[src/ccp_pkg.sv]
// Shared types, constants and the CRC remainder function of the codeword packer.
`timescale 1ns / 1ps

package ccp_pkg;

   localparam int COUNT_WIDTH     = 16;
   localparam int CMP_WIDTH       = (COUNT_WIDTH > 16) ? COUNT_WIDTH : 16;
   localparam int CSR_DATA_WIDTH  = 16;
   localparam int CSR_INDEX_WIDTH = 2;
   localparam int QUEUE_DEPTH     = 4;
   localparam int QUEUE_PTR_WIDTH = 2;
   localparam int PENDING_WIDTH   = 3;

   localparam logic [7:0]  GENERATOR_RESET  = 8'd11;
   localparam logic [15:0] BYTE_COUNT_RESET = 16'd1;

   typedef enum logic [CSR_INDEX_WIDTH-1:0] {
      CSR_GENERATOR_BITS = 2'd0,
      CSR_WIDE_GENERATOR = 2'd1,
      CSR_SPLIT_NIBBLES  = 2'd2,
      CSR_BYTE_COUNT     = 2'd3
   } csr_index_type;

   typedef struct packed {
      logic [7:0]  generator_bits;
      logic        wide_generator;
      logic        split_nibbles;
      logic [15:0] byte_count;
   } cfg_type;

   // One queue entry: all bytes caused by one input item, first byte at index 0.
   typedef struct packed {
      logic [3:0][7:0] bytes;
      logic [1:0]      last_index;
      logic            end_of_stream;
   } entry_type;

   // Remainder of the dataword times x^c over the generator, leading bit implied.
   // A nibble sits in the top four bits of src and takes four steps.
   function automatic logic [6:0] crc_remainder(input logic [7:0] src,
                                                input logic       nibble,
                                                input logic       wide,
                                                input logic [7:0] gen);
      logic [6:0] mask;
      logic [6:0] poly;
      logic [6:0] rem;
      logic       fb;
      mask = wide ? 7'h7F : 7'h07;
      poly = gen[6:0] & mask;
      rem  = '0;
      fb   = 1'b0;
      for (int i = 0; i < 8; i++) begin
         if (!nibble || (i < 4)) begin
            fb  = (wide ? rem[6] : rem[2]) ^ src[7-i];
            rem = (rem << 1) & mask;
            if (fb) begin
               rem = rem ^ poly;
            end
         end
      end
      return rem;
   endfunction

endpackage

[src/ccp_front.sv]
// Front end: accept data bytes, build codewords and cut the bit stream into byte entries.
`timescale 1ns / 1ps

module ccp_front
   import ccp_pkg::*;
(
   input  logic       clock,
   input  logic       reset,
   input  cfg_type    cfg,
   input  logic       req_valid,
   input  logic [7:0] req_data_byte,
   output logic       req_stall,
   input  logic       q_full,
   output logic       q_push,
   output entry_type  q_entry
);

   logic [6:0]             pend_bits_ff, pend_bits_in;   // left aligned, MSB first
   logic [2:0]             pend_fill_ff, pend_fill_in;
   logic                   header_sent_ff, header_sent_in;
   logic [COUNT_WIDTH-1:0] bytes_seen_ff, bytes_seen_in;

   logic                   start;
   logic [2:0]             total_low;
   logic [2:0]             bpb_low;
   logic [5:0]             pad_prod;
   logic [2:0]             pad;
   logic [2:0]             base_fill;
   logic [6:0]             base_bits;
   logic [6:0]             rem_full, rem_hi, rem_lo;
   logic [21:0]            code_left;
   logic [4:0]             code_len;
   logic [31:0]            window;
   logic [4:0]             stream_fill;
   logic [1:0]             full_bytes;
   logic [2:0]             leftover;
   logic [7:0]             stream_byte [4];
   logic [COUNT_WIDTH-1:0] seen_next;
   logic [15:0]            total;
   logic                   last;
   logic [2:0]             n_bytes;

   assign req_stall = q_full;
   assign q_push    = req_valid && !q_full;
   assign start     = !header_sent_ff;

   // Pad count only depends on the stream length modulo eight.
   always_comb begin
      total     = (cfg.byte_count == 16'd0) ? 16'd1 : cfg.byte_count;
      total_low = total[2:0];
      unique case ({cfg.split_nibbles, cfg.wide_generator})
         2'b00:   bpb_low = 3'd3;  // eleven bits
         2'b01:   bpb_low = 3'd7;  // fifteen bits
         2'b10:   bpb_low = 3'd6;  // fourteen bits
         default: bpb_low = 3'd6;  // twenty-two bits
      endcase
      pad_prod = {3'b000, total_low} * {3'b000, bpb_low};
      pad      = 3'd0 - pad_prod[2:0];
   end

   always_comb begin
      rem_full = crc_remainder(req_data_byte, 1'b0, cfg.wide_generator,
                               cfg.generator_bits);
      rem_hi   = crc_remainder({req_data_byte[7:4], 4'b0000}, 1'b1,
                               cfg.wide_generator, cfg.generator_bits);
      rem_lo   = crc_remainder({req_data_byte[3:0], 4'b0000}, 1'b1,
                               cfg.wide_generator, cfg.generator_bits);
      unique case ({cfg.split_nibbles, cfg.wide_generator})
         2'b00: begin
            code_left = {req_data_byte, rem_full[2:0], 11'b0};
            code_len  = 5'd11;
         end
         2'b01: begin
            code_left = {req_data_byte, rem_full, 7'b0};
            code_len  = 5'd15;
         end
         2'b10: begin
            code_left = {req_data_byte[7:4], rem_hi[2:0],
                         req_data_byte[3:0], rem_lo[2:0], 8'b0};
            code_len  = 5'd14;
         end
         default: begin
            code_left = {req_data_byte[7:4], rem_hi, req_data_byte[3:0], rem_lo};
            code_len  = 5'd22;
         end
      endcase
   end

   always_comb begin
      base_fill   = start ? pad : pend_fill_ff;
      base_bits   = start ? 7'd0 : pend_bits_ff;
      window      = {base_bits, 25'b0} | ({code_left, 10'b0} >> base_fill);
      stream_fill = {2'b00, base_fill} + code_len;
      full_bytes  = stream_fill[4:3];
      leftover    = stream_fill[2:0];
      for (int k = 0; k < 4; k++) begin
         stream_byte[k] = window[31-8*k -: 8];
      end
   end

   always_comb begin
      seen_next = bytes_seen_ff + COUNT_WIDTH'(1);
      last      = (CMP_WIDTH'(seen_next) >= CMP_WIDTH'(total)) ||
                  (seen_next == '0);
      n_bytes   = {2'b00, start} + {1'b0, full_bytes};
      if (last && (leftover != 3'd0) && (n_bytes != 3'd4)) begin
         n_bytes = n_bytes + 3'd1;
      end
      if (start) begin
         // Header first, stream bytes shifted up by one slot.
         q_entry.bytes[0] = {5'b0, pad};
         for (int j = 1; j < 4; j++) begin
            q_entry.bytes[j] = stream_byte[j-1];
         end
      end else begin
         for (int j = 0; j < 4; j++) begin
            q_entry.bytes[j] = stream_byte[j];
         end
      end
      q_entry.last_index    = 2'(n_bytes - 3'd1);
      q_entry.end_of_stream = last;
   end

   always_comb begin
      if (last) begin
         pend_bits_in   = '0;
         pend_fill_in   = '0;
         header_sent_in = 1'b0;
         bytes_seen_in  = '0;
      end else begin
         pend_bits_in   = stream_byte[full_bytes][7:1];
         pend_fill_in   = leftover;
         header_sent_in = 1'b1;
         bytes_seen_in  = seen_next;
      end
   end

   always_ff @(posedge clock) begin
      if (reset) begin
         pend_bits_ff   <= '0;
         pend_fill_ff   <= '0;
         header_sent_ff <= 1'b0;
         bytes_seen_ff  <= '0;
      end else if (q_push) begin
         pend_bits_ff   <= pend_bits_in;
         pend_fill_ff   <= pend_fill_in;
         header_sent_ff <= header_sent_in;
         bytes_seen_ff  <= bytes_seen_in;
      end
   end

endmodule

[src/ccp_queue.sv]
// Short entry queue between the front end and the output serialiser.
`timescale 1ns / 1ps

module ccp_queue
   import ccp_pkg::*;
(
   input  logic      clock,
   input  logic      reset,
   input  logic      push,
   input  entry_type push_entry,
   output logic      full,
   input  logic      pop,
   output entry_type pop_entry,
   output logic      empty
);

   entry_type                  slot_ff [QUEUE_DEPTH];
   logic [QUEUE_PTR_WIDTH-1:0] wr_ptr_ff, wr_ptr_in;
   logic [QUEUE_PTR_WIDTH-1:0] rd_ptr_ff, rd_ptr_in;
   logic [QUEUE_PTR_WIDTH:0]   count_ff, count_in;
   logic                       do_push, do_pop;

   assign full      = (count_ff == (QUEUE_PTR_WIDTH+1)'(QUEUE_DEPTH));
   assign empty     = (count_ff == '0);
   assign do_push   = push && !full;
   assign do_pop    = pop && !empty;
   assign pop_entry = slot_ff[rd_ptr_ff];

   always_comb begin
      wr_ptr_in = do_push ? wr_ptr_ff + 1'b1 : wr_ptr_ff;
      rd_ptr_in = do_pop ? rd_ptr_ff + 1'b1 : rd_ptr_ff;
      count_in  = count_ff + {{QUEUE_PTR_WIDTH{1'b0}}, do_push}
                           - {{QUEUE_PTR_WIDTH{1'b0}}, do_pop};
   end

   always_ff @(posedge clock) begin
      if (do_push) begin
         slot_ff[wr_ptr_ff] <= push_entry;
      end
   end

   always_ff @(posedge clock) begin
      if (reset) begin
         wr_ptr_ff <= '0;
         rd_ptr_ff <= '0;
         count_ff  <= '0;
      end else begin
         wr_ptr_ff <= wr_ptr_in;
         rd_ptr_ff <= rd_ptr_in;
         count_ff  <= count_in;
      end
   end

endmodule

[src/ccp_back.sv]
// Back end: serialise each queued entry into output bytes, one per cycle unless rsp_stall holds it.
`timescale 1ns / 1ps

module ccp_back
   import ccp_pkg::*;
(
   input  logic       clock,
   input  logic       reset,
   input  logic       q_empty,
   input  entry_type  q_entry,
   output logic       q_pop,
   output logic       rsp_valid,
   input  logic       rsp_stall,
   output logic [7:0] rsp_out_byte,
   output logic       rsp_last_of_run,
   output logic       rsp_end_of_stream
);

   entry_type  cur_ff;
   logic       cur_valid_ff, cur_valid_in;
   logic [1:0] idx_ff, idx_in;
   logic       at_last, taken, done;

   assign rsp_valid         = cur_valid_ff;
   assign rsp_out_byte      = cur_ff.bytes[idx_ff];
   assign at_last           = (idx_ff == cur_ff.last_index);
   assign rsp_last_of_run   = at_last;
   assign rsp_end_of_stream = at_last && cur_ff.end_of_stream;
   assign taken             = cur_valid_ff && !rsp_stall;
   assign done              = taken && at_last;
   assign q_pop             = !q_empty && (!cur_valid_ff || done);

   always_comb begin
      cur_valid_in = cur_valid_ff;
      idx_in       = idx_ff;
      if (q_pop) begin
         cur_valid_in = 1'b1;
         idx_in       = '0;
      end else if (done) begin
         cur_valid_in = 1'b0;
      end else if (taken) begin
         idx_in = idx_ff + 2'd1;
      end
   end

   always_ff @(posedge clock) begin
      if (q_pop) begin
         cur_ff <= q_entry;
      end
   end

   always_ff @(posedge clock) begin
      if (reset) begin
         cur_valid_ff <= 1'b0;
         idx_ff       <= '0;
      end else begin
         cur_valid_ff <= cur_valid_in;
         idx_ff       <= idx_in;
      end
   end

endmodule

[src/crc_codeword_packer.sv]
// Top level of the CRC codeword packer: registers, front end, queue and serialiser.
`timescale 1ns / 1ps

// Each data byte on req_ becomes one 8-bit dataword, or two 4-bit datawords
// high nibble first, each followed by its 3 or 7 CRC check bits. The codeword
// bits are packed MSB first into bytes on rsp_. The first byte of a stream is
// a header holding the number of zero pad bits, which then lead the stream so
// that byte_count inputs fill whole bytes; after the byte_count-th input the
// stream closes, any leftover bits going out as one last zero-filled byte.
// The front end takes one byte a cycle while the queue has room and turns it
// into a queue entry of one to four output bytes; the serialiser sends one
// output byte a cycle unless rsp_stall holds it. The four-entry queue lets the
// two sides stall apart. The user must write registers through csr_ only while
// the block is idle; the block itself does not enforce this.

module crc_codeword_packer
   import ccp_pkg::*;
(
   input  logic                       clock,
   input  logic                       reset,
   input  logic                       csr_write_enable,
   input  logic [CSR_INDEX_WIDTH-1:0] csr_index,
   input  logic [CSR_DATA_WIDTH-1:0]  csr_write_data,
   input  logic                       req_valid,
   output logic                       req_stall,
   input  logic [7:0]                 req_data_byte,
   output logic                       rsp_valid,
   input  logic                       rsp_stall,
   output logic [7:0]                 rsp_out_byte,
   output logic                       rsp_last_of_run,
   output logic                       rsp_end_of_stream
);

   cfg_type   cfg_ff, cfg_in;
   logic      q_full, q_push, q_empty, q_pop;
   entry_type push_entry, pop_entry;
   logic [PENDING_WIDTH-1:0] pending_ff, pending_in;
   logic      req_take, run_done;

   // Register writes: take the low bits of the data word for narrow registers.
   always_comb begin
      cfg_in = cfg_ff;
      if (csr_write_enable) begin
         unique case (csr_index_type'(csr_index))
            CSR_GENERATOR_BITS: cfg_in.generator_bits = csr_write_data[7:0];
            CSR_WIDE_GENERATOR: cfg_in.wide_generator = csr_write_data[0];
            CSR_SPLIT_NIBBLES:  cfg_in.split_nibbles  = csr_write_data[0];
            CSR_BYTE_COUNT:     cfg_in.byte_count     = csr_write_data[15:0];
            default:            cfg_in = cfg_ff;
         endcase
      end
   end

   always_ff @(posedge clock) begin
      if (reset) begin
         cfg_ff.generator_bits <= GENERATOR_RESET;
         cfg_ff.wide_generator <= 1'b0;
         cfg_ff.split_nibbles  <= 1'b0;
         cfg_ff.byte_count     <= BYTE_COUNT_RESET;
      end else begin
         cfg_ff <= cfg_in;
      end
   end

   ccp_front u_front (
      .clock         (clock),
      .reset         (reset),
      .cfg           (cfg_ff),
      .req_valid     (req_valid),
      .req_data_byte (req_data_byte),
      .req_stall     (req_stall),
      .q_full        (q_full),
      .q_push        (q_push),
      .q_entry       (push_entry)
   );

   ccp_queue u_queue (
      .clock      (clock),
      .reset      (reset),
      .push       (q_push),
      .push_entry (push_entry),
      .full       (q_full),
      .pop        (q_pop),
      .pop_entry  (pop_entry),
      .empty      (q_empty)
   );

   ccp_back u_back (
      .clock             (clock),
      .reset             (reset),
      .q_empty           (q_empty),
      .q_entry           (pop_entry),
      .q_pop             (q_pop),
      .rsp_valid         (rsp_valid),
      .rsp_stall         (rsp_stall),
      .rsp_out_byte      (rsp_out_byte),
      .rsp_last_of_run   (rsp_last_of_run),
      .rsp_end_of_stream (rsp_end_of_stream)
   );

   // Count items taken whose runs are not yet fully delivered.
   assign req_take = req_valid && !req_stall;
   assign run_done = rsp_valid && !rsp_stall && rsp_last_of_run;

   always_comb begin
      pending_in = pending_ff + {{(PENDING_WIDTH-1){1'b0}}, req_take}
                              - {{(PENDING_WIDTH-1){1'b0}}, run_done};
   end

   always_ff @(posedge clock) begin
      if (reset) begin
         pending_ff <= '0;
      end else begin
         pending_ff <= pending_in;
      end
   end

   // Queue plus serialiser never hold more items than they have room for.
   assert property (@(posedge clock) disable iff (reset)
      pending_ff <= PENDING_WIDTH'(QUEUE_DEPTH + 1))
      else $error("more items in flight than queue and serialiser can hold");

   // No output is offered without an item in flight.
   assert property (@(posedge clock) disable iff (reset)
      (pending_ff == '0) |-> !rsp_valid)
      else $error("output offered with no item in flight");

   // An item taken into an empty block reaches the output through the queue and the serialiser register.
   assert property (@(posedge clock) disable iff (reset)
      (req_take && (pending_ff == '0)) |-> ##2 rsp_valid)
      else $error("item lost between front end and serialiser");

   // The input side stalls only while the queue is full.
   assert property (@(posedge clock) disable iff (reset)
      req_stall |-> (pending_ff >= PENDING_WIDTH'(QUEUE_DEPTH)))
      else $error("input stalled with room left in the queue");

endmodule

[config.mk]
export PLATFORM = sky130hd
export DESIGN_NAME = crc_codeword_packer
export DESIGN_NICKNAME = d
export VERILOG_FILES = /design/src/ccp_pkg.sv /design/src/ccp_front.sv /design/src/ccp_queue.sv /design/src/ccp_back.sv /design/src/crc_codeword_packer.sv
export SDC_FILE = /design/constraint.sdc
export NUM_CORES = 1
export LEC_CHECK = 0
export BUFFER_PORTS_ARGS = -buffer_cell sky130_fd_sc_hd__buf_2
export CORE_ASPECT_RATIO = 0.7
export CORE_MARGIN = 2
export CORE_UTILIZATION = 45
export DETAILED_ROUTE_END_ITERATION = 6
export REMOVE_ABC_BUFFERS = 1
export SYNTH_ARGS = -nofsm -noshare
export SYNTH_HDL_FRONTEND = slang
export SYNTH_SLANG_ARGS = --single-unit
[constraint.sdc]
create_clock -name clock -period 7.4 [get_ports clock]
set_input_delay 2.22 -clock clock [delete_from_list [all_inputs] [get_ports clock]]
set_output_delay 2.22 -clock clock [all_outputs]
set_load 0.02 [all_outputs]
==> metrics.txt <==
RR Startpoint=cfg_ff[19]$_SDFFE_PP1P_; simple-gate share of the synthesized area=16.1%; Crit path arrival time=7.52 ns; commonest non-fill, non-tap cell in the layout=nand2_1; antenna cells=0; xor/xnor share of the synthesized area=6.04%; first-pass GRT wire length=58.2 mm; area leader, netlist=edfxtp_1; Clock Power Share=23.9%; Synth Area in Compound Gates=14.9%; final setup fails=0; Finished Cell Area=16500 um2; Die W=216 um; sequential cell area fraction in the yosys report=45.9%; FF+latch area=6500 um2; CP startpoint kind=input pin; outcome=finished clean; Reg power frac=39.4%; Max Slew Vio Count=0; Final Cycle Share=96.6%; worst clock skew=0.0335 ns; synthesized flop and latch total=237; antenna-violating nets left=0; Final min period=7.15 ns; routed vias/inst=5.78; drt total wl=36.1 mm; height of the die=152 um; Max-Cap Viols=0; share of cells above drive strength 1=22.6%; fillcell total=2787; setup TNS=0 ns; Critical Path RT=7.77 ns; commonest non-fill, non-tap cells in the layout=nand2_1 (178), edfxtp_1 (175), buf_4 (125); H-tree depth=1; Area Growth Syn to Fin=16.7%; mux cell area share after synthesis=10.1%; Critical Path Start=req_data_byte[6]; top cells by area, synth=edfxtp_1 (37%), dfxtp_1 (8.8%), mux4_2 (6.8%); reg-to-reg endpoint=u_front.pend_bits_ff[6]$_SDFFE_PP0P_; Net Sw Power=0.00170 W; Inserted Clock Buffers=23; post-synth top area share=37.2%; r2r worst-path depth=22; final hold violations=0; leakage power=6.04 nW; clock sink count=237; Worst VDD drop=0.355 mV; Ports=43; power per cell area=306 nW/um2; starting density of the core=45.6%; drt initial violations=864; Core Rows=54; residual DRC count=0; CTS tree=done; ys async rst share=0%; Post-Synth Adder-Cell Area=2.80%; Sw Share=33.6%; final core utilization=53.2%; FMAX=140 MHz; Netlist Area Pre-Place=14100 um2; Port Buf Inserts=42; clock-pin slew on the worst setup and hold paths=0.06 ns; R2R setup slack=1.26 ns; number of global-route vias before repair=10600; Syn. warnings=0; Syn Area/Cell=10.2 um2; Core Region=31000 um2; detailed-route via count=11000; Root Driver=clkbuf_16; Congestion Overflow GR=0; placed inst area=15400 um2; largest net degree at the start of global routing=65; Cell variety after synth=94; area taken by multi-input logic gates=7340 um2; Hold WC Path Type=flip-flop to flip-flop; drt pass-1 iters=5; Mapped Cells=1382; CP Max Fanout=8; Slew HR=28.9%; clock latency on the worst-skew pair=0.53 ns; fin nets=1538; P_int=0.00335 W; gp weighted congestion=0.887; Avg WL per Cell=18.9 um; CP endpoint=u_front.pend_bits_ff[6]$_SDFFE_PP0P_; Longest Clk Path Bufs=3; Post-synth EDFFs=175; RSZ-0062 raised after global routing=true; main combinational cell family by area after synthesis=simple AND/OR/NAND/NOR gates; initial antenna violation count=0; die area=32900 um2; Comb pwr share=36.7%; Post-synth top flop=edfxtp_1; worst hold margin=0.460 ns; worst slew pin tran=1.07 ns; Total GRT Usage=21.9%; Critical Path Sink Type=flip-flop; Setup CP Type=input pin to flip-flop; Final HPWL DP=24.9 mm; Final Power=0.00505 W
-- through the flow --
| step | worst slack (ns) | std cells |
|---|---|---|
| 6_report | 0.251 | 1913 |
| 3_3_place_gp | -0.323 | 1866 |
| 3_5_place_dp | -0.448 | 1866 |
| 5_1_grt | -0.0656 | 1913 |
| 4_1_cts | 0.0673 | 1908 |
| 2_1_floorplan | 0.00390 | 1284 |
-- synth_stat cells (9+ instances only) --
master    number
buf_1         14
nor4_1        11
and2_1        14
nand2_1      178
mux2i_1       37
and3_1        15
edfxtp_1     175
o21ai_0       49
xnor2_1       50
mux4_2        43
a31oi_1       16
a211oi_1      10
nor2b_1       11
a21o_1        12
or3_1         14
inv_1         50
o211ai_1      15
nor2_1       112
a21oi_1       99
nor3_1        29
xor2_1        29
clkbuf_1      75
nand3_1       32
o21ai_1        9
nand4_1       13
ha_1          30
a211o_1       11
dfxtp_1       62
-- power by group through the flow --
stage	combinational, W	sequential (W)	clock, W
2_1_floorplan	0.00114	0.00200	0
3_3_place_gp	0.00172	0.00201	0
3_5_place_dp	0.00175	0.00202	0
4_1_cts	0.00176	0.00200	0.00123
5_1_grt	0.00204	0.00202	0.00128
6_report	0.00185	0.00199	0.00121
-- layout make-up --
class	count	area share [%]
Sequential cell	237	39.4
Tap cell	420	3.19
Clock inverter	11	0.705
Multi-Input combinational cell	994	44.5
Timing Repair Buffer	167	6.98
Inverter	53	1.21
Clock buffer	31	4.04
-- per-layer routing --
layer  vias up  GRT usage, %  wire [um]
met5         -             0          0
met4         0          3.45        437
met3        38          3.05       2070
met2       307          32.9      15600
met1      5409          34.3      18000
li1       5295             -          -
-- worst min path at each step --
| stage | from | end | slack [ns] | depth (start not counted) |
|---|---|---|---|---|
| 6_report | u_front.pend_bits_ff[3]$_SDFFE_PP0P_ | u_front.pend_bits_ff[3]$_SDFFE_PP0P_ | 0.46 | 2 |
| 5_1_grt | cfg_ff[13]$_SDFFE_PP0P_ | cfg_ff[13]$_SDFFE_PP0P_ | 0.49 | 2 |
| 4_1_cts | u_front.pend_bits_ff[3]$_SDFFE_PP0P_ | u_front.pend_bits_ff[3]$_SDFFE_PP0P_ | 0.46 | 2 |
| 3_5_place_dp | u_front.pend_bits_ff[3]$_SDFFE_PP0P_ | u_front.pend_bits_ff[3]$_SDFFE_PP0P_ | 0.45 | 2 |
| 3_3_place_gp | u_front.pend_bits_ff[3]$_SDFFE_PP0P_ | u_front.pend_bits_ff[3]$_SDFFE_PP0P_ | 0.44 | 2 |
| 2_1_floorplan | u_front.pend_bits_ff[3]$_SDFFE_PP0P_ | u_front.pend_bits_ff[3]$_SDFFE_PP0P_ | 0.43 | 2 |
-- sequential cells by signal, summed over array words and instances (netlist names) --
| name | flops |
|---|---|
| u_queue.slot_ff | 140 |
| u_back.cur_ff | 35 |
| cfg_ff | 25 |
| u_front.bytes_seen_ff | 16 |
| u_front.pend_bits_ff | 7 |
| u_front.pend_fill_ff | 3 |
| u_queue.count_ff | 3 |
| u_back.idx_ff | 2 |
| u_queue.rd_ptr_ff | 2 |
| u_queue.wr_ptr_ff | 2 |
| u_back.rsp_valid | 1 |
| u_front.header_sent_ff | 1 |
-- worst max-delay path, cell delays in order --
cell       delay (ns)
clkbuf_4         0.15
mux2_4           0.28
a2111oi_4        0.39
a211oi_4         0.14
a21oi_2          0.22
xor2_2           0.12
mux2i_4          0.33
xor2_4           0.18
or3_4            0.39
buf_4            0.15
a31o_2           0.24
nor2_1           0.12
xnor3_2          0.42
a2111oi_4        0.49
nor2_1           0.12
a21oi_1          0.29
nor4_1           0.08
nand3b_2         0.24
o21ai_1          0.28
nand2_1          0.14
buf_4            0.15
o311ai_1         0.24
o211ai_1         0.13
-- timing repair --
item,in CTS,in global routing
gates resized for setup,0,56
hold buffers,0,0
endpoints found under the setup margin,0,95
setup buffers,0,5
-- kinds of logic after synthesis --
group | count (synthesis)
and+or+nand+nor | 478
xor gates and xnor gates | 87
muxes | 87
buffers and inverters | 151
DFF | 237
AOI/OAI and AO/OA | 311
adders and majority gates | 31
(Power assumes the default switching activity.)
